File: src/hw/rtl/gal_pkg.sv
`timescale 1ns / 1ps
// ---------------------------------------------------------------------------
// gal_pkg
// Shared widths, command codes and the cell control bundle.
// ---------------------------------------------------------------------------
package gal_pkg;

  localparam int SYM_W   = 8;
  localparam int COL_W   = 6;
  localparam int SCORE_W = 10;

  localparam logic CMD_REF  = 1'b0;
  localparam logic CMD_WORD = 1'b1;

  typedef struct packed {
    logic             row_init;
    logic             shift;
    logic             ref_load;
    logic [COL_W-1:0] ref_idx;
    logic [SYM_W-1:0] ref_sym;
    logic [COL_W-1:0] ref_len;
  } cell_ctrl_t;

endpackage

File: src/hw/rtl/gal_cell.sv
`timescale 1ns / 1ps
// ---------------------------------------------------------------------------
// gal_cell
// One reference column: holds its symbol and score, updates on a passing
// word token and hands the token on to the next column.
// ---------------------------------------------------------------------------
module gal_cell #(
  parameter int IDX = 1,
  parameter int SW  = 10,
  parameter int SB  = 8
) (
  input  logic                       clk,
  input  logic                       rst_n,
  input  gal_pkg::cell_ctrl_t        ctrl,
  input  logic                       in_vld,
  input  logic        [SB-1:0]       in_sym,
  input  logic signed [SW-1:0]       in_left,
  input  logic signed [SW-1:0]       in_diag,
  input  logic signed [SW-1:0]       shift_in,
  output logic                       out_vld,
  output logic        [SB-1:0]       out_sym,
  output logic signed [SW-1:0]       out_left,
  output logic signed [SW-1:0]       out_diag,
  output logic signed [SW-1:0]       score
);

  localparam logic        [gal_pkg::COL_W-1:0] MY_COL     = gal_pkg::COL_W'(IDX);
  localparam logic        [gal_pkg::COL_W-1:0] PREV_COL   = gal_pkg::COL_W'(IDX - 1);
  localparam logic signed [SW-1:0]             INIT_SCORE = SW'(-IDX);

  logic        [SB-1:0] ref_r;
  logic signed [SW-1:0] score_r;
  logic                 vld_r;
  logic        [SB-1:0] sym_r;
  logic signed [SW-1:0] left_r;
  logic signed [SW-1:0] diag_r;

  logic                 active;
  logic signed [SW-1:0] cand_diag;
  logic signed [SW-1:0] cand_up;
  logic signed [SW-1:0] cand_left;
  logic signed [SW-1:0] best_du;
  logic signed [SW-1:0] score_nxt;

  assign active    = (MY_COL <= ctrl.ref_len);
  assign cand_diag = (ref_r == in_sym) ? in_diag + SW'(1) : in_diag - SW'(1);
  assign cand_up   = score_r - SW'(1);
  assign cand_left = in_left - SW'(1);

  always_comb begin
    best_du   = (cand_diag > cand_up) ? cand_diag : cand_up;
    score_nxt = (best_du > cand_left) ? best_du : cand_left;
  end

  always_ff @(posedge clk) begin
    if (ctrl.ref_load && (ctrl.ref_idx == PREV_COL)) begin
      ref_r <= ctrl.ref_sym[SB-1:0];
    end
  end

  always_ff @(posedge clk) begin
    if (!rst_n || ctrl.row_init) begin
      score_r <= INIT_SCORE;
    end else if (ctrl.shift) begin
      score_r <= shift_in;
    end else if (in_vld && active) begin
      score_r <= score_nxt;
    end
  end

  // Token stage toward the next column.
  always_ff @(posedge clk) begin
    if (!rst_n || ctrl.row_init) begin
      vld_r <= 1'b0;
    end else begin
      vld_r <= in_vld;
    end
  end

  always_ff @(posedge clk) begin
    sym_r  <= in_sym;
    left_r <= score_nxt;
    diag_r <= score_r;
  end

  assign out_vld  = vld_r;
  assign out_sym  = sym_r;
  assign out_left = left_r;
  assign out_diag = diag_r;
  assign score    = score_r;

endmodule

File: config.mk
export PLATFORM = sky130hd
export DESIGN_NAME = gal_cell
export DESIGN_NICKNAME = d
export VERILOG_FILES = /design/src/hw/rtl/gal_pkg.sv /design/src/hw/rtl/gal_cell.sv
export SDC_FILE = /design/constraint.sdc
export NUM_CORES = 1
export LEC_CHECK = 0
export BUFFER_PORTS_ARGS = -buffer_cell sky130_fd_sc_hd__buf_2
export CAP_MARGIN = 20
export CORE_MARGIN = 2
export CORE_UTILIZATION = 51
export CTS_BUF_LIST = sky130_fd_sc_hd__clkbuf_2
export DETAILED_ROUTE_END_ITERATION = 6
export MAX_ROUTING_LAYER = met4
export PLACE_DENSITY = 0.81
export SLEW_MARGIN = 20
export SYNTH_ARGS = -nofsm -noshare
export SYNTH_HDL_FRONTEND = slang
export SYNTH_SLANG_ARGS = --single-unit
File: constraint.sdc
create_clock -name clk -period 7.15 [get_ports clk]
set_input_delay 1.43 -clock clk [delete_from_list [all_inputs] [get_ports clk]]
set_output_delay 1.43 -clock clk [all_outputs]
set_load 0.005 [all_outputs]
==> run metrics <==
outcome finished clean; Yosys cell types 53; Synthesized Nets 403; Slew @ Worst Pin 335.7 ps; clock buffer depth 2; synth top area cells dfxtp_1 (27%), ha_1 (13%), edfxtp_1 (8.3%), xnor2_1 (5.7%), xor2_1 (4.2%); # setup viols final 0; Max H-tree Level 2; dominant synthesized flop cell dfxtp_1; PortBufs 102; first-pass GRT wire length 11.03 mm; most used cell, CP ha_1; RSZ-0062 raised after global routing no; crit path DAT 6960 ps; Synth area leader dfxtp_1; worst rel slew slack 76.98%; Max-Cap Viols 0; Leak Pwr 1.659 nW; crit end category flip-flop; f_max 0.1514 GHz; TritonRoute pass-1 iters 4; Mapped Avg Cell Area 9.439 um2; Die Y-Extent 79.38 um; post-place setup slack 126.0 ps; Area Overhead vs Synth 23.45%; critical path class in -> reg; # DRC 0; Syn Std Cell Area 2898 um2; vias in the first global route 2523; # diodes 0; gr usage total 22.89%; I/O pin count 103; #FFs+latches synth 47; Slew Limit Fails 0; Fill cells 472; Worst Path Max Fanout 11; Yosys warning total 0; largest net degree at the start of global routing 15; fin nets 513; Die Wd 79.38 um; Final GP Congestion 0.9257; clock skew 20.99 ps; sequential element share of the synthesized area 35.23%; Post-Route WL 6.956 mm; WL per Instance 14.20 um; CTS tree yes; EDFF count, synth 8; element type at the critical path start input port; Fin. Hold Viols 0; initial cell density of the core 52.62%; Skew-Pair Late Insertion Delay 420 ps; CP max stage cell or3b_2; count leader, synth dfxtp_1; Mapped Cells 307; layout cells sized above 1 30.86%; fraction of the cycle the final worst path needs 92.41%; drt via density 5.296; Post-CTS Hold Buffers 0; smallest hold slack 427.8 ps; Hold Crit Class reg -> reg; postcts setup bufs 0; total gr overflow 0; fin worst setup slack 542.8 ps; 1st-iter DRT viols 84; Worst-path clk slew 230 ps; maximum VDD drop 120.2 uV; CTS buffer count 5; Commonest cells post-synth dfxtp_1 (39), ha_1 (31), inv_1 (30), nor2_1 (24), a21oi_1 (20); top cell type's share of synthesized area 26.94%; P per Cell Area 206.2 nW/um2; row count 27; Post-synth ARST share 0%; Vias 2595; area of the core 5507 um2; Worst EP required 7500 ps; Antenna Violating Nets Remaining 0; post-DP HPWL 5.736 mm; clock sinks 47; die area 6301 um2; Root Driver clkbuf_2; min Tclk post-route 6607 ps; Crit path largest cell delay 460 ps; initial antenna violation count 0; post_cts resized 0; final setup TNS 0 ps
[cells in the final DEF, fill, tap and decap left out, types with 3 or more instances in the layout]
cell,instances
mux2i_1,10
mux2_2,5
ha_1,31
nand4_1,5
buf_4,6
a211oi_1,3
nor3_1,9
edfxtp_1,8
o2bb2ai_1,4
nor2b_1,3
a21o_1,3
nand2b_1,5
dfxtp_1,39
xnor2_1,19
o21a_1,6
nand2_1,16
o21ai_0,9
nand3_1,3
xor2_1,14
nor2_1,24
a21oi_1,20
buf_2,102
clkbuf_2,5
inv_1,30
[final timing paths]
check	depth (start not counted)	slack, ps	to	start
hold reg to reg	0	430	out_diag[9]	score[9]
setup / recovery	26	540	score[2]	in_sym[4]
hold / removal	0	430	out_diag[9]	score[9]
setup reg to reg	25	1230	score[2]	ref_r[6]
[registers in the layout, summed over array words and instances (netlist names)]
name / cells
out_diag: 10
out_left: 10
score: 10
out_sym: 8
ref_r: 8
out_vld: 1
[routing by layer]
metal  GRT usage [%]  wire, um
met5               -         0
met4           7.241       117
met3           4.186       380
met2           41.86      3584
met1           25.16      2873
[cell families after synthesis]
group,count (synthesis),synth area share [%]
AOI/OAI and AO/OA,61,14.55
xor gates and xnor gates,33,9.974
adders and majority gates,32,14.08
buffers and inverters,35,4.922
DFF,47,35.23
muxes,17,6.434
and+or+nand+nor,82,14.81
[critical path, delay by kind of cell]
family	cells	cell delay, ps
AOI/OAI and AO/OA	9	1540
adders and majority gates	3	990
xor gates and xnor gates	2	320
buffers and inverters	5	830
and+or+nand+nor	5	1160
muxes	2	710
[report_power, final]
| part | switching, mW | internal [mW] |
|---|---|---|
| combinational | 0.141 | 0.136 |
| sequential | 0.0160 | 0.304 |
| clock | 0.0825 | 0.0574 |
[final cells by class]
class	instances	area, um2	area share [%]
Sequential cell	47	1021	28.54
Timing Repair Buffer	108	555.5	15.53
Clock inverter	3	38.79	1.084
Inverter	30	112.6	3.148
Multi-Input combinational cell	225	1734	48.48
Tap cell	72	90.09	2.518
Clock buffer	5	25.02	0.6995
[stage by stage]
step	area (um2)	std cells	util (%)	total power, mW
after global placement	3513	482	63.80	0.5943
after floorplan	2898	307	-	0.5025
after detailed placement	3513	482	63.80	0.6002
after global routing	3577	490	64.96	0.7856
after CTS	3577	490	64.96	0.7424
final	3577	490	64.96	0.7377
Note: power is estimated with default switching activity, not from simulation.
